--- src/spdb_pkg.sv ---
// ----------------------------------------------------------------------------
// Spectrum peak statistics package
// Shared widths, register indexes, reset values and payload types.
// ----------------------------------------------------------------------------
package spdb_pkg;

	localparam int NUM_BANDS_DEF = 512;

	localparam int VAL_W      = 16;
	localparam int DECAY_W    = 16;
	localparam int SCALE_W    = 10;
	localparam int LIMIT_W    = 18;
	localparam int BCNT_W     = 10;
	localparam int AMP_W      = 19;
	localparam int CAMP_W     = 18;
	localparam int TOTAL_W    = 27;
	localparam int TALLY_W    = 10;
	localparam int BASS_W     = 24;
	localparam int ENERGY_W   = 32;
	localparam int BINC_W     = 7;
	localparam int CFG_IDX_W  = 3;
	localparam int CFG_DATA_W = 18;
	localparam int QDEPTH     = 2;

	localparam logic [CFG_IDX_W-1:0] REG_DECAY     = 3'd0;
	localparam logic [CFG_IDX_W-1:0] REG_SCALE     = 3'd1;
	localparam logic [CFG_IDX_W-1:0] REG_LIMIT     = 3'd2;
	localparam logic [CFG_IDX_W-1:0] REG_THRESHOLD = 3'd3;
	localparam logic [CFG_IDX_W-1:0] REG_BASS_CNT  = 3'd4;

	localparam logic [DECAY_W-1:0] DECAY_RST     = 16'd62915;
	localparam logic [SCALE_W-1:0] SCALE_RST     = 10'd200;
	localparam logic [LIMIT_W-1:0] LIMIT_RST     = 18'd128000;
	localparam logic [LIMIT_W-1:0] THRESHOLD_RST = 18'd2560;
	localparam logic [BCNT_W-1:0]  BASS_CNT_RST  = 10'd10;

	typedef struct packed {
		logic [VAL_W-1:0] band_value;
		logic             last_band;
	} item_t;

	typedef struct packed {
		logic [CAMP_W-1:0]   peak_amplitude;
		logic [CAMP_W-1:0]   mean_amplitude;
		logic [CAMP_W-1:0]   mean_high_amplitude;
		logic [AMP_W-1:0]    peak_high_amplitude;
		logic [ENERGY_W-1:0] bass_energy;
		logic [TALLY_W-1:0]  useful_count;
	} result_t;

	typedef struct packed {
		logic [DECAY_W-1:0] decay_factor;
		logic [SCALE_W-1:0] band_scale;
		logic [LIMIT_W-1:0] amplitude_limit;
		logic [LIMIT_W-1:0] useful_threshold;
		logic [BCNT_W-1:0]  bass_band_count;
	} cfg_t;

	typedef struct packed {
		logic [BASS_W-1:0]  bass_sum;
		logic [CAMP_W-1:0]  overall_max;
		logic [AMP_W-1:0]   high_max;
		logic [TOTAL_W-1:0] useful_total;
		logic [TOTAL_W-1:0] high_total;
		logic [TALLY_W-1:0] useful_tally;
		logic [TALLY_W-1:0] high_tally;
	} snap_t;

	// Floor of amp / 5120: a shift by 1024, then a divide by five done as a
	// multiply by 205 / 1024, which is exact for values below 1024.
	function automatic logic [BINC_W-1:0] bass_step(input logic [AMP_W-1:0] amp);
		logic [8:0]  hi;
		logic [16:0] prod;
		hi = amp[AMP_W-1:10];
		prod = 17'(hi) * 17'd205;
		return prod[16:10];
	endfunction

endpackage

--- src/spdb_fifo.sv ---
// ----------------------------------------------------------------------------
// Spectrum peak statistics snapshot queue
// Two-entry queue of frame snapshots between the front end and the back end.
// ----------------------------------------------------------------------------
module spdb_fifo (
	input  logic            clk,
	input  logic            arst_n,
	input  logic            wr,
	input  spdb_pkg::snap_t wdata,
	output logic            full,
	input  logic            rd,
	output spdb_pkg::snap_t rdata,
	output logic            empty
);
	import spdb_pkg::*;

	localparam int PW = $clog2(QDEPTH);

	snap_t         ent_q [QDEPTH];
	logic [PW-1:0] wp_q;
	logic [PW-1:0] rp_q;
	logic [PW:0]   cnt_q;

	assign full  = cnt_q == (PW + 1)'(QDEPTH);
	assign empty = cnt_q == '0;
	assign rdata = ent_q[rp_q];

	always_ff @(posedge clk) begin
		if (wr && !full) begin
			ent_q[wp_q] <= wdata;
		end
	end

	always_ff @(posedge clk or negedge arst_n) begin
		if (!arst_n) begin
			wp_q  <= '0;
			rp_q  <= '0;
			cnt_q <= '0;
		end else begin
			if (wr && !full) begin
				wp_q <= wp_q + 1'b1;
			end
			if (rd && !empty) begin
				rp_q <= rp_q + 1'b1;
			end
			cnt_q <= cnt_q + (PW + 1)'(wr && !full) - (PW + 1)'(rd && !empty);
		end
	end

endmodule

--- config.mk ---
export PLATFORM = sky130hd
export DESIGN_NAME = spdb_fifo
export DESIGN_NICKNAME = d
export VERILOG_FILES = /design/src/spdb_pkg.sv /design/src/spdb_fifo.sv
export SDC_FILE = /design/constraint.sdc
export NUM_CORES = 1
export LEC_CHECK = 0
export BUFFER_PORTS_ARGS = -buffer_cell sky130_fd_sc_hd__buf_2
export CAP_MARGIN = 40
export CORE_AREA = 2 2 103 180
export CTS_BUF_LIST = sky130_fd_sc_hd__clkbuf_4
export CTS_CLUSTER_SIZE = 28
export DETAILED_ROUTE_END_ITERATION = 6
export DIE_AREA = 0 0 105 182
export PLACE_DENSITY = 0.86
export SYNTH_ARGS = -nofsm -noshare
export SYNTH_HDL_FRONTEND = slang
export SYNTH_SLANG_ARGS = --single-unit
--- constraint.sdc ---
create_clock -name clk -period 13.5 [get_ports clk]
set_clock_uncertainty 0.05 [all_clocks]
set_input_delay 2.025 -clock clk [delete_from_list [all_inputs] [get_ports clk]]
set_output_delay 2.025 -clock clk [all_outputs]
set_load 0.05 [all_outputs]
# After elaboration in Yosys (flattened, before gate mapping)
# Memories as Yosys holds them, arrays and structs flattened.
# Cells that the tools add are included.
[totals]
n_memories = 1
wordCells = 16
register_bits = 4
ram_bits = 270
output_inout_bits = 137
[memory_table]
columns = ["memory", "words", "word_bits", "read_ports", "rd_clocked_by_memory_dff", "wr", "line", "rtl"]
rows = [
  ["ent_q", 2, 135, 1, 0, 1, "spdb_fifo.sv:19", "snap_t ent_q [QDEPTH];"],
]
[classes]
n_addsub = 4
reduce_logical = 5
mux = 2
n_eq_ne = 1
[ops]
columns = ["op", "n"]
rows = [
  ["$add 1x1->1 const B", 2],
  ["$add 2x1->2", 1],
  ["$eq 2x2->1 const B", 1],
  ["$logic_and 1x1->1", 2],
  ["$logic_not 1->1", 2],
  ["$logic_not 2->1", 1],
  ["$mux 1", 2],
  ["$sub 2x1->2", 1],
]

# Depth between registers and ports, before layout
# Gate-level depths: netlist of the first run.
[depth]
ltp_word = 5
depth_mapped = 7

# Worst setup path before layout of the first run
# Ideal clock, no wire load.
[synth_timing]
path_type = "input-to-reg"
start = "input port wr"
end = "memory ent_q[0][0] (netlist bit) (enable)"
required_ps = 12819
stages = 2
path_buffers = 0
t_arrival_ps = 7726
slack_ps = 5093
path_cell_list = "nand2_1 -> nor2_1"
[synth_between]
elab_chain_len = 3
[synth_rtl]
columns = ["element", "line", "rtl"]
rows = [
  ["start, declared", "spdb_fifo.sv:8", "input logic wr,"],
  ["$logic_and 1x1->1", "spdb_fifo.sv:29", "if (wr && !full) begin"],
  ["$mux 1", "spdb_fifo.sv:29", ""],
  ["$mux 1 (not written as such)", "spdb_fifo.sv:30", "ent_q[wp_q] <= wdata;"],
  ["end, declared", "spdb_fifo.sv:19", ""],
]
# No other way between the ends.

==> results.ini, run 1 <==
[status]
outcome=finished clean

[final_layout]
layout.cells.most_common_list=275 x buf_2, 270 x edfxtp_1, 95 x mux2_2
drive_gt1_share_pct=62.6
fill_cells=1170
seqCellArea_um2=8210
multi_input_area_um2=1770
nets=904
layout_commonest_cell=buf_2
area_delta_synth_final_pct=23.4
fin_util_pct=70.2

[timing]
final.setup.worst_slack_ps=8330
worst_pin_slew_ps=851
finalSetupViolCount=0
slew_headroom_pct=43.3
slew_viol_final=0
period_share_pct=38.3
fin_crit_ps=5170
hold_viol_final=0
grt_setup_unrepaired=false
setup_tns_ps=0
fmax_mhz=193

[floorplan]
die_h_um=182
core_um2=17700
pin_count=276
die_w_um=105
num_rows=65
initial_utilization_pct=56.9
die-area_um2=19100

[setup_path]
cp.required_ps=11430
reg2reg_depth=4
timing.critical_path.from_type=flip-flop
cp_max_fo=61
cp-end-kind=output pin
critPathArrivalTime_ps=3100
r2r_slack_ps=10980
crit_start=rp_q$_DFFE_PN0P_
setup.worst_path.class=reg2out
rr_startpoint=cnt_q[1]$_DFF_PN0_
reg2reg_to=ent_q[1][128]$_DFFE_PP_

[drt]
via_count=5312
ant_nets=0
viasPerCell=5.10
drt-initial-drc-count=182
routedWlPerCell_um=18.9
dr.pass1.iters=4
routed_wl_um=19700
drc_errors=0

[yosys]
synth_nets=579
seq_area_frac_synth_pct=81.4
ys_ff_latch=274
synthSimpleGateAreaFrac_pct=0.298
syn_avg_cell_area_um2=23.0
netlist_instances=438
yosys_warnings=0
synth_top_family_by_area=multiplexers
yosysUniqueCellTypes=15
synth.area.mux_share_pct=16.6
synth_compound_area_share_pct=0
synthXorXnorAreaFrac_pct=0.347
synthesis.area_um2=10100
yosys.area_share.adder_pct=0.248

[hold_path]
hold_depth=1
hold_start=cnt_q[1]$_DFF_PN0_
hp-class=reg2reg
worstHoldEndpoint=cnt_q[1]$_DFF_PN0_

[placement]
place.detailed.hpwl_um=13900
port_buffers=275
pre_cts_ws_ps=8930
gp_congestion=0.835

[power_and_ir_drop]
ir_drop_mv=0.161
leakage_nw=4.85
p_per_area_nw_per_um2=253

[global_route]
grt_overflow=0
grt_pass1_vias=5882
grt_max_degree=64
antenna_found_initial=7
track_usage_pct=20.2
grt_pass1_wl_um=29500

[cts]
cts.clk_slew.worst_paths_ps=80
numCtsBuffers=56
htree_levels=2
cts_hold_buf=0
clkLatencyLatePin_ps=600
post_cts.repair.setup_buffers=0
cts_tree=yes
cts.sinks=274
clk_path_buf_depth=3
root_buffer=clkbuf_4
cts_resized=0

[run]
max_cap_viol_count=0

worst max-delay path: stages, from the launching register on:
cell	delay [ps]
dfrtp_4	970
buf_4	560
buf_16	320
mux2_2	380
buf_2	210
flip-flops by register name (all words and copies together), names as in the netlist:
| name | count |
|---|---|
| rp_q | 1 |
| cnt_q | 2 |
| ent_q | 270 |
| wp_q | 1 |
through the flow:
stage / instance area [um2] / hold WS, ps / total power [mW] / std cells
after floorplan: 10100 / 411 / 2.37 / 438
after detailed placement: 11800 / 467 / 2.64 / 939
final: 12400 / 477 / 3.15 / 1042
after global routing: 12400 / 517 / 3.28 / 1040
after CTS: 12400 / 481 / 3.18 / 1037
after global placement: 11700 / 434 / 2.59 / 936
layer usage:
metal  wire length (um)  up-vias  GRT usage, %
li1                   -     2432             -
met4                852        4          11.5
met3               1270       57          5.35
met2              11200      256          38.2
met1               6310     2563          19.3
met5                 27        -             0
power breakdown:
| part | internal [mW] | switching (mW) | total, mW |
|---|---|---|---|
| Combinational | 0.395 | 0.966 | 1.36 |
| Sequential | 1.16 | 0.0870 | 1.25 |
| Clock | 0.263 | 0.279 | 0.542 |
| Total | 1.82 | 1.33 | 3.15 |
cell type report:
type | instances | share of cell area (%)
antenna | 5 | 0.101
clock buffer | 76 | 4.58
clock inverter | 22 | 0.734
inverter | 2 | 0.0603
multi-input combinational | 147 | 14.2
sequential | 274 | 66.0
tap | 234 | 2.35
timing repair buffer | 282 | 12.0
cell families after synthesis:
kind of cell | after synthesis
simple gates | 6
buf+inv | 17
xor+xnor | 4
mux | 135
fa+ha+maj | 2
flops | 274
Yosys cell counts:
library cell,n,area share [%]
xnor2_1,3,0.26
buf_2,9,0.45
xor2_1,1,0.087
buf_6,6,0.67
and3_1,1,0.062
nand2_1,1,0.037
mux2_4,40,6.0
edfxtp_1,270,80
nor2_1,2,0.074
inv_1,2,0.074
nor2b_1,1,0.062
mux2_2,95,11
nand2b_1,1,0.062
dfrtp_1,4,0.99
ha_1,2,0.25
worst max-delay path by stage:
stage,slack (ps),to,cells past startpoint
2_1_floorplan,5090,ent_q[0][0]$_DFFE_PP_,2
3_3_place_gp,8850,rdata[129],3
3_5_place_dp,8930,rdata[72],4
4_1_cts,8250,rdata[72],4
5_1_grt,8110,rdata[71],4
6_report,8330,rdata[72],4
Power figures use the tool's default switching activity.
==> inputs of run 2 (changes only) <==
CORE_AREA = 2 2 107 186   (was 2 2 103 180)
DIE_AREA = 0 0 109 188   (was 0 0 105 182)
PLACE_DENSITY = 0.81   (was 0.86)
clock period = 4.9 ns   (was 13.5 ns; I/O delays follow)
==> results.ini, run 2 (synthesized netlist as in run 1, its figures left out) <==
[setup_path]
crit_path_end=rdata[16]  ; was rdata[72]
rr_startpoint=cnt_q[0]$_DFF_PN0_  ; was cnt_q[1]$_DFF_PN0_
reg2reg_to=ent_q[0][75]$_DFFE_PP_  ; was ent_q[1][128]$_DFFE_PP_
timing.critical_path.from_type=flip-flop  ; unchanged
crit_start=rp_q$_DFFE_PN0P_  ; unchanged
cp-end-kind=output pin  ; unchanged
cp_max_fo=44  ; was 61
setup.worst_path.class=reg2out  ; unchanged
cp.required_ps=4120  ; was 11430 ps
critPathArrivalTime_ps=2720  ; was 3100 ps
r2r_slack_ps=2860  ; was 10980 ps
reg2reg_depth=4  ; unchanged

[final_layout]
fill_cells=1284  ; was 1170
largest_reg_flops=270  ; unchanged
nets=903  ; was 904
area_delta_synth_final_pct=23.9  ; was 23.4%
drive_gt1_share_pct=62.7  ; was 62.6%
top_regs=ent_q x270, cnt_q x2  ; unchanged
fin_util_pct=65.7  ; was 70.2%
largest_register=ent_q  ; unchanged
layout_commonest_cell=buf_2  ; unchanged
layout.cells.most_common_list=275 x buf_2, 270 x edfxtp_1, 95 x mux2_2  ; unchanged
finalNonFillerCells=1051  ; was 1042

[global_route]
grt_pass1_wl_um=28600  ; was 29500 um
antenna_found_initial=10  ; was 7
grt_overflow=0  ; unchanged
track_usage_pct=18.5  ; was 20.2%
grt_pass1_vias=5810  ; was 5882
grt_max_degree=131  ; was 64

[floorplan]
pin_count=276  ; unchanged
initial_utilization_pct=53.0  ; was 56.9%
die_w_um=109  ; was 105 um
die_h_um=188  ; was 182 um
num_rows=67  ; was 65
core_um2=19000  ; was 17700 um2
die-area_um2=20500  ; was 19100 um2

[drt]
routedWlPerCell_um=18.5  ; was 18.9 um
viasPerCell=5.10  ; about the same
ant_nets=0  ; unchanged
drt-initial-drc-count=183  ; was 182
drc_errors=0  ; unchanged
dr.pass1.iters=4  ; unchanged
via_count=5364  ; was 5312
routed_wl_um=19400  ; was 19700 um

[status]
outcome=finished clean  ; unchanged

[timing]
slew_headroom_pct=47.8  ; was 43.3%
period_share_pct=71.5
grt_setup_unrepaired=false  ; unchanged
finalSetupViolCount=0  ; unchanged
slew_viol_final=0  ; unchanged
worst_pin_slew_ps=784  ; was 851 ps
hold_viol_final=0  ; unchanged
fin_crit_ps=3500
fmax_mhz=285
setup_tns_ps=0  ; unchanged

[cts]
post_cts.repair.setup_buffers=0  ; unchanged
clkLatencyLatePin_ps=630  ; was 600 ps
clk_path_buf_depth=3  ; unchanged
root_buffer=clkbuf_4  ; unchanged
numCtsBuffers=56  ; unchanged
cts_tree=yes  ; unchanged
htree_levels=2  ; unchanged
cts.clk_slew.worst_paths_ps=80  ; about the same
cts.sinks=274  ; unchanged

[power_and_ir_drop]
total_power_mw=8.76  ; was 3.15 mW
leakage_nw=4.86  ; was 4.85 nW
p_per_area_nw_per_um2=701  ; was 253 nW/um2
ir_drop_mv=0.497  ; was 0.161 mV

[placement]
placed_cells=944  ; was 939
place.detailed.hpwl_um=13100  ; was 13900 um
gp_congestion=0.761  ; was 0.835
port_buffers=275  ; unchanged

[hold_path]
hold_depth=1  ; unchanged
hp-class=in2reg  ; was reg2reg

[run]
max_cap_viol_count=0  ; unchanged

==> run 2: critical path: stages, from the launching register on <==
cell,delay [ps]
dfrtp_4,920
buf_4,520
mux2_2,400
buf_2,210
==> run 2: through the flow <==
step / hold WS, ps / area, um2 / setup slack (ps)
2_1_floorplan: 389 / 10100 / 62.2
6_report: 233 / 12500 / 1400
5_1_grt: 165 / 12500 / 1240
3_5_place_dp: 449 / 11800 / 2020
3_3_place_gp: 439 / 11700 / 2120
4_1_cts: 180 / 12500 / 1320
==> run 2: power by group <==
group	switching, mW	internal [mW]	total (mW)
sequential	0.220	3.20	3.42
clock	0.777	0.810	1.59
combinational	2.67	1.08	3.75
==> run 2: how the worst min path moves through the flow <==
| stage | from | end | slack (ps) |
|---|---|---|---|
| after floorplan | arst_n | cnt_q[0]$_DFF_PN0_ | 390 |
| after global placement | cnt_q[1]$_DFF_PN0_ | cnt_q[1]$_DFF_PN0_ | 440 |
| after detailed placement | cnt_q[1]$_DFF_PN0_ | cnt_q[1]$_DFF_PN0_ | 450 |
| after CTS | wdata[45] | ent_q[1][45]$_DFFE_PP_ | 180 |
| after global routing | wdata[58] | ent_q[1][58]$_DFFE_PP_ | 160 |
| final | wdata[58] | ent_q[1][58]$_DFFE_PP_ | 230 |
==> run 2: metal layers <==
layer / GRT usage (%) / vias up / share of wire, %
met1: 17.3 / 2623 / 32
met4: 11.1 / 4 / 4.7
met2: 33.9 / 233 / 56
met3: 5.70 / 68 / 7.3
met5: 0 / - / 0.15
li1: - / 2436 / -
==> run 2: cell type report <==
| class | instances | area (um2) | area share (%) |
|---|---|---|---|
| clock buffers | 81 | 608 | 4.87 |
| flip-flops and latches | 274 | 8210 | 65.7 |
| well taps | 241 | 302 | 2.41 |
| multi-input cells | 147 | 1770 | 14.2 |
| inverters | 2 | 7.51 | 0.0601 |
| diodes | 8 | 20.0 | 0.160 |
| clock inverters | 17 | 93.8 | 0.751 |
| repair buffers | 281 | 1480 | 11.9 |
==> run 2: timing repair <==
item	CTS	global route
gates resized for setup	0	0
hold buffers	1	0
endpoints found under the hold margin	4	0
