**config.mk**
```make
export PLATFORM = sky130hd
export DESIGN_NAME = spdb_back
export DESIGN_NICKNAME = d
export VERILOG_FILES = /design/src/spdb_pkg.sv /design/src/spdb_div.sv /design/src/spdb_back.sv
export SDC_FILE = /design/constraint.sdc
export NUM_CORES = 1
export LEC_CHECK = 0
export BUFFER_PORTS_ARGS = -buffer_cell sky130_fd_sc_hd__clkbuf_2
export CORE_MARGIN = 2
export CORE_UTILIZATION = 45
export DETAILED_ROUTE_END_ITERATION = 12
export PLACE_DENSITY = 0.63
export SETUP_SLACK_MARGIN = 0.15
export SLEW_MARGIN = 0
export SYNTH_ARGS = -nofsm -noshare
export SYNTH_HDL_FRONTEND = slang
export SYNTH_HIERARCHICAL = 1
export SYNTH_SLANG_ARGS = --single-unit
export TNS_END_PERCENT = 100
```
**constraint.sdc**
```tcl
create_clock -name clk -period 8.4 [get_ports clk]
set_input_delay 1.68 -clock clk [delete_from_list [all_inputs] [get_ports clk]]
set_output_delay 1.68 -clock clk [all_outputs]
set_load 0.01 [all_outputs]
```
**src/spdb_pkg.sv**
```systemverilog
// ----------------------------------------------------------------------------
// Spectrum peak statistics package
// Shared widths, register indexes, reset values and payload types.
// ----------------------------------------------------------------------------
package spdb_pkg;

	localparam int NUM_BANDS_DEF = 512;

	localparam int VAL_W      = 16;
	localparam int DECAY_W    = 16;
	localparam int SCALE_W    = 10;
	localparam int LIMIT_W    = 18;
	localparam int BCNT_W     = 10;
	localparam int AMP_W      = 19;
	localparam int CAMP_W     = 18;
	localparam int TOTAL_W    = 27;
	localparam int TALLY_W    = 10;
	localparam int BASS_W     = 24;
	localparam int ENERGY_W   = 32;
	localparam int BINC_W     = 7;
	localparam int CFG_IDX_W  = 3;
	localparam int CFG_DATA_W = 18;
	localparam int QDEPTH     = 2;

	localparam logic [CFG_IDX_W-1:0] REG_DECAY     = 3'd0;
	localparam logic [CFG_IDX_W-1:0] REG_SCALE     = 3'd1;
	localparam logic [CFG_IDX_W-1:0] REG_LIMIT     = 3'd2;
	localparam logic [CFG_IDX_W-1:0] REG_THRESHOLD = 3'd3;
	localparam logic [CFG_IDX_W-1:0] REG_BASS_CNT  = 3'd4;

	localparam logic [DECAY_W-1:0] DECAY_RST     = 16'd62915;
	localparam logic [SCALE_W-1:0] SCALE_RST     = 10'd200;
	localparam logic [LIMIT_W-1:0] LIMIT_RST     = 18'd128000;
	localparam logic [LIMIT_W-1:0] THRESHOLD_RST = 18'd2560;
	localparam logic [BCNT_W-1:0]  BASS_CNT_RST  = 10'd10;

	typedef struct packed {
		logic [VAL_W-1:0] band_value;
		logic             last_band;
	} item_t;

	typedef struct packed {
		logic [CAMP_W-1:0]   peak_amplitude;
		logic [CAMP_W-1:0]   mean_amplitude;
		logic [CAMP_W-1:0]   mean_high_amplitude;
		logic [AMP_W-1:0]    peak_high_amplitude;
		logic [ENERGY_W-1:0] bass_energy;
		logic [TALLY_W-1:0]  useful_count;
	} result_t;

	typedef struct packed {
		logic [DECAY_W-1:0] decay_factor;
		logic [SCALE_W-1:0] band_scale;
		logic [LIMIT_W-1:0] amplitude_limit;
		logic [LIMIT_W-1:0] useful_threshold;
		logic [BCNT_W-1:0]  bass_band_count;
	} cfg_t;

	typedef struct packed {
		logic [BASS_W-1:0]  bass_sum;
		logic [CAMP_W-1:0]  overall_max;
		logic [AMP_W-1:0]   high_max;
		logic [TOTAL_W-1:0] useful_total;
		logic [TOTAL_W-1:0] high_total;
		logic [TALLY_W-1:0] useful_tally;
		logic [TALLY_W-1:0] high_tally;
	} snap_t;

	// Floor of amp / 5120: a shift by 1024, then a divide by five done as a
	// multiply by 205 / 1024, which is exact for values below 1024.
	function automatic logic [BINC_W-1:0] bass_step(input logic [AMP_W-1:0] amp);
		logic [8:0]  hi;
		logic [16:0] prod;
		hi = amp[AMP_W-1:10];
		prod = 17'(hi) * 17'd205;
		return prod[16:10];
	endfunction

endpackage

```
**src/spdb_div.sv**
```systemverilog
// ----------------------------------------------------------------------------
// Spectrum peak statistics divider
// Restoring divider that produces one quotient bit per cycle.
// ----------------------------------------------------------------------------
module spdb_div (
	input  logic                          clk,
	input  logic                          arst_n,
	input  logic                          start,
	input  logic [spdb_pkg::TOTAL_W-1:0]  dividend,
	input  logic [spdb_pkg::TALLY_W-1:0]  divisor,
	output logic                          done,
	output logic [spdb_pkg::TOTAL_W-1:0]  quotient
);
	import spdb_pkg::*;

	localparam int SW = $clog2(TOTAL_W + 1);

	logic               busy_q;
	logic               done_q;
	logic [SW-1:0]      step_q;
	logic [TOTAL_W-1:0] dvd_q;
	logic [TALLY_W-1:0] rem_q;
	logic [TALLY_W-1:0] dvs_q;
	logic [TALLY_W:0]   trial;
	logic [TALLY_W:0]   diff;
	logic               ge;

	assign trial    = {rem_q, dvd_q[TOTAL_W-1]};
	assign diff     = trial - {1'b0, dvs_q};
	assign ge       = trial >= {1'b0, dvs_q};
	assign done     = done_q;
	assign quotient = dvd_q;

	always_ff @(posedge clk) begin
		if (start) begin
			dvd_q <= dividend;
			dvs_q <= divisor;
			rem_q <= '0;
		end else if (busy_q) begin
			rem_q <= ge ? diff[TALLY_W-1:0] : trial[TALLY_W-1:0];
			dvd_q <= {dvd_q[TOTAL_W-2:0], ge};
		end
	end

	always_ff @(posedge clk or negedge arst_n) begin
		if (!arst_n) begin
			busy_q <= 1'b0;
			done_q <= 1'b0;
			step_q <= '0;
		end else begin
			done_q <= 1'b0;
			if (start) begin
				busy_q <= 1'b1;
				step_q <= SW'(TOTAL_W);
			end else if (busy_q) begin
				step_q <= step_q - 1'b1;
				if (step_q == SW'(1)) begin
					busy_q <= 1'b0;
					done_q <= 1'b1;
				end
			end
		end
	end

endmodule

```
**src/spdb_back.sv**
```systemverilog
// ----------------------------------------------------------------------------
// Spectrum peak statistics back end
// Turns a frame snapshot into the frame result: two means by division and
// the saturated square of the bass level; holds the result until popped.
// ----------------------------------------------------------------------------
module spdb_back (
	input  logic              clk,
	input  logic              arst_n,
	input  logic              q_empty,
	input  spdb_pkg::snap_t   q_data,
	output logic              q_pop,
	output logic              empty,
	input  logic              pop,
	output spdb_pkg::result_t result
);
	import spdb_pkg::*;

	localparam logic [1:0] B_IDLE = 2'd0;
	localparam logic [1:0] B_DIV1 = 2'd1;
	localparam logic [1:0] B_DIV2 = 2'd2;
	localparam logic [1:0] B_OUT  = 2'd3;

	logic [1:0]            state_q;
	snap_t                 snap_q;
	logic [CAMP_W-1:0]     mean_q;
	logic [CAMP_W-1:0]     mean_high_q;
	logic [2*BASS_W-1:0]   sq_q;
	result_t               res_q;
	logic                  res_vld_q;

	logic                  div_start;
	logic [TOTAL_W-1:0]    div_dividend;
	logic [TALLY_W-1:0]    div_divisor;
	logic                  div_done;
	logic [TOTAL_W-1:0]    div_quo;

	assign q_pop        = (state_q == B_IDLE) && !q_empty;
	assign div_start    = q_pop || ((state_q == B_DIV1) && div_done);
	assign div_dividend = (state_q == B_IDLE) ? q_data.useful_total : snap_q.high_total;
	assign div_divisor  = (state_q == B_IDLE) ? q_data.useful_tally : snap_q.high_tally;

	spdb_div u_div (
		.clk      (clk),
		.arst_n   (arst_n),
		.start    (div_start),
		.dividend (div_dividend),
		.divisor  (div_divisor),
		.done     (div_done),
		.quotient (div_quo)
	);

	assign empty  = !res_vld_q;
	assign result = res_q;

	always_ff @(posedge clk) begin
		if (q_pop) begin
			snap_q <= q_data;
		end
		if (state_q == B_DIV1) begin
			sq_q <= (2 * BASS_W)'(snap_q.bass_sum) * (2 * BASS_W)'(snap_q.bass_sum);
			if (div_done) begin
				mean_q <= (snap_q.useful_tally == '0) ? '0 : div_quo[CAMP_W-1:0];
			end
		end
		if ((state_q == B_DIV2) && div_done) begin
			mean_high_q <= (snap_q.high_tally == '0) ? '0 : div_quo[CAMP_W-1:0];
		end
		if ((state_q == B_OUT) && (!res_vld_q || pop)) begin
			res_q.peak_amplitude      <= snap_q.overall_max;
			res_q.mean_amplitude      <= mean_q;
			res_q.mean_high_amplitude <= mean_high_q;
			res_q.peak_high_amplitude <= snap_q.high_max;
			res_q.bass_energy         <= (sq_q[2*BASS_W-1:ENERGY_W] != '0) ? '1
				: sq_q[ENERGY_W-1:0];
			res_q.useful_count        <= snap_q.useful_tally;
		end
	end

	always_ff @(posedge clk or negedge arst_n) begin
		if (!arst_n) begin
			state_q   <= B_IDLE;
			res_vld_q <= 1'b0;
		end else begin
			if (pop && res_vld_q) begin
				res_vld_q <= 1'b0;
			end
			case (state_q)
				B_IDLE: begin
					if (q_pop) begin
						state_q <= B_DIV1;
					end
				end
				B_DIV1: begin
					if (div_done) begin
						state_q <= B_DIV2;
					end
				end
				B_DIV2: begin
					if (div_done) begin
						state_q <= B_OUT;
					end
				end
				B_OUT: begin
					if (!res_vld_q || pop) begin
						res_vld_q <= 1'b1;
						state_q   <= B_IDLE;
					end
				end
				default: begin
					state_q <= B_IDLE;
				end
			endcase
		end
	end

endmodule

```
; After elaboration in Yosys (flattened, before gate mapping)
; Index checks and enable logic that the tools add are counted.
[op_classes]
mux = 21
n_eq_ne = 8
shifts = 0
reduce_logical = 16
n_mul = 1
n_addsub = 2
div_mod_pow = 0
n_bitwise = 0
n_lt_le_gt_ge = 1
[op_table]
columns = operator, count
row1 = $mux W27, 3
row2 = $mul A24 B24 Y48, 1
row3 = $logic_not A10 Y1, 2
row4 = $mux W10, 2
row5 = $reduce_bool A16 Y1, 1
row6 = $ge A11 B10 Y1, 1
row7 = $mux W5, 2
row8 = $sub A10 B10 Y10, 1
row9 = $mux W1, 9
row10 = $mux W2, 4
row11 = $pmux W2 S4, 1
row12 = $ne A2 B1 Y1 const B, 3
row13 = $eq A5 B1 Y1 const B, 1
row14 = $logic_and A1 B1 Y1, 5
row15 = $sub A5 B1 Y5 const B, 1
row16 = $eq A2 B2 Y1 const B, 2
row17 = $reduce_and A4 Y1, 1
row18 = $eq A2 B1 Y1 const B, 1
row19 = $logic_not A1 Y1, 2
row20 = $logic_not A2 Y1, 1
row21 = $logic_or A1 B1 Y1, 2
row22 = $ne A2 B2 Y1 const B, 1
row23 = $reduce_and A2 Y1, 1
row24 = $reduce_bool A2 Y1, 1
[totals]
n_memories = 0
rom_bits = 0
latch_bits = 0
out_inout_bits = 117
register_bits = 364
ramBits = 0
inputBits = 139

; Longest topological paths before layout
[depth]
word_depth = 4
ltp_mapped = 27
ltp_nobuf = 25

; Modules after synthesis
; Netlist, hierarchy kept.
[by_module_without_submodules]
columns = mod, cells_per_inst, area_per_inst_um2, n_inst
row1 = spdb_back, 2302, 26872.0, 1
row2 = spdb_div, 217, 2705.1, 1

; Least setup slack after synthesis
; OpenSTA, ideal clock, no wires.
[synth_timing]
kind = input port to flip-flop
startpoint = in q_empty
endpoint = reg u_div.dvd_q[16], in the netlist u_div/quotient[16], data pin
setup_slack_ns = -0.379
path_buffers = 2
arrival_ns = 8.519
cell_stages = 5
required_ns = 8.140
cell_sequence = nor2b_1 -> or2_2 -> clkbuf_1 -> buf_1 -> mux2_2
[synth_between]
elab_chain_len = 4
[synth_rtl]
columns = item, line
row1 = start: declaration, spdb_back.sv:9  ; input logic q_empty,
row2 = $logic_not A1 Y1, spdb_back.sv:37  ; assign q_pop = (state_q == B_IDLE) && !q_empty;
row3 = $logic_and A1 B1 Y1, spdb_back.sv:37
row4 = $logic_or A1 B1 Y1, spdb_back.sv:38  ; assign div_start = q_pop || ((state_q == B_DIV1) && div_done);
row5 = net div_start, spdb_back.sv:31  ; logic div_start;
row6 = $mux W27, spdb_div.sv:35  ; if (start) begin
row7 = end signal: assignment, spdb_div.sv:36  ; dvd_q <= dividend;
row8 = end signal: assignment, spdb_div.sv:41  ; dvd_q <= {dvd_q[TOTAL_W-2:0], ge};
row9 = end: declaration, spdb_div.sv:21  ; logic [TOTAL_W-1:0] dvd_q;
; The timed path passes the listed nets, and every way through them passes these cells.
; A chain may end at the register's enable or synchronous reset.

; Worst setup path in the final report
[layout_timing]
startpoint = reg snap_q[123] in the netlist's numbering
endpoint = reg sq_q[47], data pin
[layout_between]
elab_chain_len = 1
[layout_rtl]
columns = item, line
row1 = start: declaration, spdb_back.sv:24  ; snap_t snap_q;
row2 = start signal: assignment, spdb_back.sv:57  ; snap_q <= q_data;
row3 = $mul A24 B24 Y48, spdb_back.sv:60  ; sq_q <= (2 * BASS_W)'(snap_q.bass_sum) * (2 * BASS_W)'(snap_q.bass_sum);
row4 = end signal: assignment, spdb_back.sv:60
row5 = end: declaration, spdb_back.sv:27  ; logic [2*BASS_W-1:0] sq_q;
; No other way between the ends.

==> metrics.csv <==
stage;metric;value;unit
synth;yosysWarnings;6;
clock_tree;clock_path_buffers;3;
floorplan;start_util;45.72;%
synth;synth_ff_type;edfxtp_1;
cells_and_area;fillCellCount;5748;
global_route;grt_pass1_wl;107.3;mm
synth;synth_area;29580;µm²
cells_and_area;multiInputGateArea;16200;µm²
place;gp_congestion;0.9058;
worst_setup_path;timing.rr.start;snap_q[123];
cells_and_area;drive_gt1_share;16.95;%
synth;ys_ff_latch;363;
run;maxCapViolations;0;
sta;final_hold_viol_count;0;
clock_tree;htreeDepth;2;
drt;drt_first_iter_violations;1142;
cells_and_area;fin_nets;3518;
place;dp_hpwl;52.28;mm
clock_tree;path_clk_slew;0.07;ns
global_route;grt_use_total;20.23;%
floorplan;num_rows;93;
sta;setup_tns;0;ns
drt;route.detailed.drc;0;
worst_setup_path;worst_setup_path_start_kind;flop;
clock_tree;clk-insertion-delay-late;0.59;ns
worst_setup_path;path_max_fanout;25;
clock_tree;cts_tree;done;
min_path;worstHoldEndpoint;result[108];
place;numPortBuffers;255;
cells_and_area;instances_no_fill;3652;
sta;tightest_slew;1.201;ns
min_path;hold_path_depth;0;
clock_tree;clkSinkCount;363;
cells_and_area;regArea;10750;µm²
synth;synth.distinct_cells;74;
worst_setup_path;cp-end-kind;flop;
drt;drtPass1Iterations;5;
worst_setup_path;rrSetupSlack;0.52;ns
sta;post-route-period-util;93.84;%
synth;synth_nets;3272;
power;p_per_area;112.6;nW/µm²
outcome;status;completed;
drt;wl_per_cell;18.14;µm
floorplan;coreArea;64700;µm²
global_route;grt_pass1_vias;20335;
cells_and_area;antenna_cells;0;
power;power;3736;µW
sta;grt_setup_unrepaired;no;
synth;async_reset_ff_share;2.755;%
drt;via_per_inst;4.975;
cells_and_area;design_area;33170;µm²
power;p_leak;0.01535;µW
global_route;grt_max_degree;80;
sta;slew_headroom;19.95;%
power;irDropWorstVdd;0.1156;mV
worst_setup_path;cp.required;8.68;ns
worst_setup_path;r2r_cells;22;
floorplan;die_h;260.4;µm
drt;wl;66.26;mm
synth;synth.avg_cell_area;11.74;µm²
global_route;antenna_found_initial;1;
clock_tree;cts.repair.resized;0;
min_path;hp-start;snap_q[104];
worst_setup_path;cp.arrival;8.16;ns
synth;yosysSeqAreaShare;36.35;%
floorplan;die_x;260.4;µm
clock_tree;clockRootBuffer;clkbuf_16;
sta;hold_slack;0.3916;ns
worst_setup_path;rr_endpoint;sq_q[47];
floorplan;pin_count;256;
place;dpl.cell_count;3576;
clock_tree;numCtsBuffers;40;
sta;slew_violations;0;
drt;num_vias;18169;
worst_setup_path;critPathKind;reg -> reg;
clock_tree;cts-hold-fix-buffers;0;
place;place_area;31830;µm²
global_route;gr-total-overflow;0;
min_path;hold_path_class;reg -> reg;
drt;antenna_left;0;
synth;synth-edff-count;343;
floorplan;die_area;67790;µm²
synth;syn_inst;2519;
sta;final.min_clock_period;7.882;ns
sta;clock_skew;0.03629;ns
sta;fmax;126.9;MHz
cells_and_area;syn_to_final_growth;12.14;%
sta;setup_viol;0;
-- stage by stage --
| step | util (%) | worst slack, ns |
|---|---|---|
| after floorplan | - | 1.434 |
| after global placement | 49.20 | 0.6378 |
| after detailed placement | 49.20 | 0.4942 |
| after CTS | 51.23 | 0.4253 |
| after global routing | 51.26 | 0.2033 |
| final | 51.26 | 0.5176 |
-- layout by cell type, fill, tap and decap left out, types with 36 or more instances in the layout --
master	n
fa_1	423
nor2_1	45
edfxtp_1	343
ha_1	189
mux2_2	66
nand2_1	191
clkbuf_2	255
xnor2_1	36
inv_1	616
clkbuf_16	40
and2_1	159
a21oi_1	59
or2_2	37
-- worst max path at each step --
stage,startpoint,to,cells past startpoint
6_report,snap_q[123],sq_q[47],22
5_1_grt,snap_q[123],sq_q[47],24
4_1_cts,snap_q[112],sq_q[47],24
3_5_place_dp,snap_q[112],sq_q[47],24
3_3_place_gp,snap_q[112],sq_q[46],22
2_1_floorplan,snap_q[113],sq_q[47],25
-- where the power goes --
part | switching, µW | internal, µW | total (µW) | leakage, µW
combinational | 11.6 | 22.6 | 34.2 | 0.0114
clock | 729 | 1010 | 1740 | 0.000635
sequential | 0 | 1960 | 1960 | 0.00335
-- sequential cells by signal, indices dropped and copies added (netlist names) --
register and count:
u_div/rem_q 10, mean_high_q 18, snap_q 108, sq_q 47, result 115, u_div/dvs_q 10, u_div/quotient 27, mean_q 18
state_q 2, res_vld_q 1, u_div/done 1, u_div/busy_q 1, u_div/step_q 5
-- synthesized netlist by cell type, types with 8 or more instances --
cell type / instances / area share [%]
a211oi_1: 15 / 0.38
a21o_1: 26 / 0.66
a21oi_1: 59 / 1.0
and2_1: 160 / 3.4
clkbuf_1: 72 / 0.91
dfrtp_1: 10 / 0.85
dfxtp_1: 10 / 0.68
edfxtp_1: 343 / 35
fa_1: 423 / 29
ha_1: 191 / 8.1
inv_1: 616 / 7.8
mux2_2: 66 / 2.5
nand2_1: 191 / 2.4
nand3_1: 16 / 0.27
nand4_1: 9 / 0.19
nor2_1: 45 / 0.57
nor2b_1: 10 / 0.21
nor4_1: 10 / 0.21
o21ai_0: 27 / 0.46
o21bai_1: 8 / 0.20
or2_2: 37 / 0.78
xnor2_1: 36 / 1.1
xor2_1: 27 / 0.80
-- metal layers --
metal	GRT usage (%)	routed length (µm)
met5	0	0
met4	5.317	1759
met3	2.807	3688
met2	36.38	33690
met1	25.63	27130
-- cell families after synthesis --
logic type / Yosys count / share of synthesized area, %
buffers and inverters: 698 / 8.926
adder cells (fa/ha/maj): 614 / 36.71
AND/OR/NAND/NOR: 518 / 9.006
flip-flops: 363 / 36.35
AO/OA/AOI/OAI: 190 / 4.395
multiplexers: 73 / 2.750
XOR/XNOR: 63 / 1.866
-- critical path: stages, from the launching register on --
cell and delay (ns):
edfxtp_1 1.03, nand2_1 0.22, fa_1 0.63, inv_1 0.06
fa_1 0.48, fa_1 0.49, inv_1 0.05, fa_1 0.50
inv_1 0.06, fa_1 0.49, fa_1 0.49, inv_1 0.05
fa_1 0.47, inv_1 0.04, ha_1 0.33, a21oi_1 0.23
o21ai_0 0.22, a32oi_1 0.50, nor2_1 0.16, a2111oi_4 0.44
nor2_1 0.19, o31ai_1 0.37, a2111oi_2 0.06
-- timing repair --
item,CTS,global route
setup buffers,0,2
endpoints found under the setup margin,0,4
hold endpoints to repair,0,0
-- cell type report --
cell class / count / area share [%]
Inverter: 616 / 6.971
Tap cell: 855 / 3.225
Timing Repair Buffer: 286 / 4.572
Sequential cell: 363 / 32.41
Clock buffer: 56 / 3.290
Clock inverter: 18 / 0.6790
Multi-Input combinational cell: 1458 / 48.85
Power figures use the tool's default switching activity.
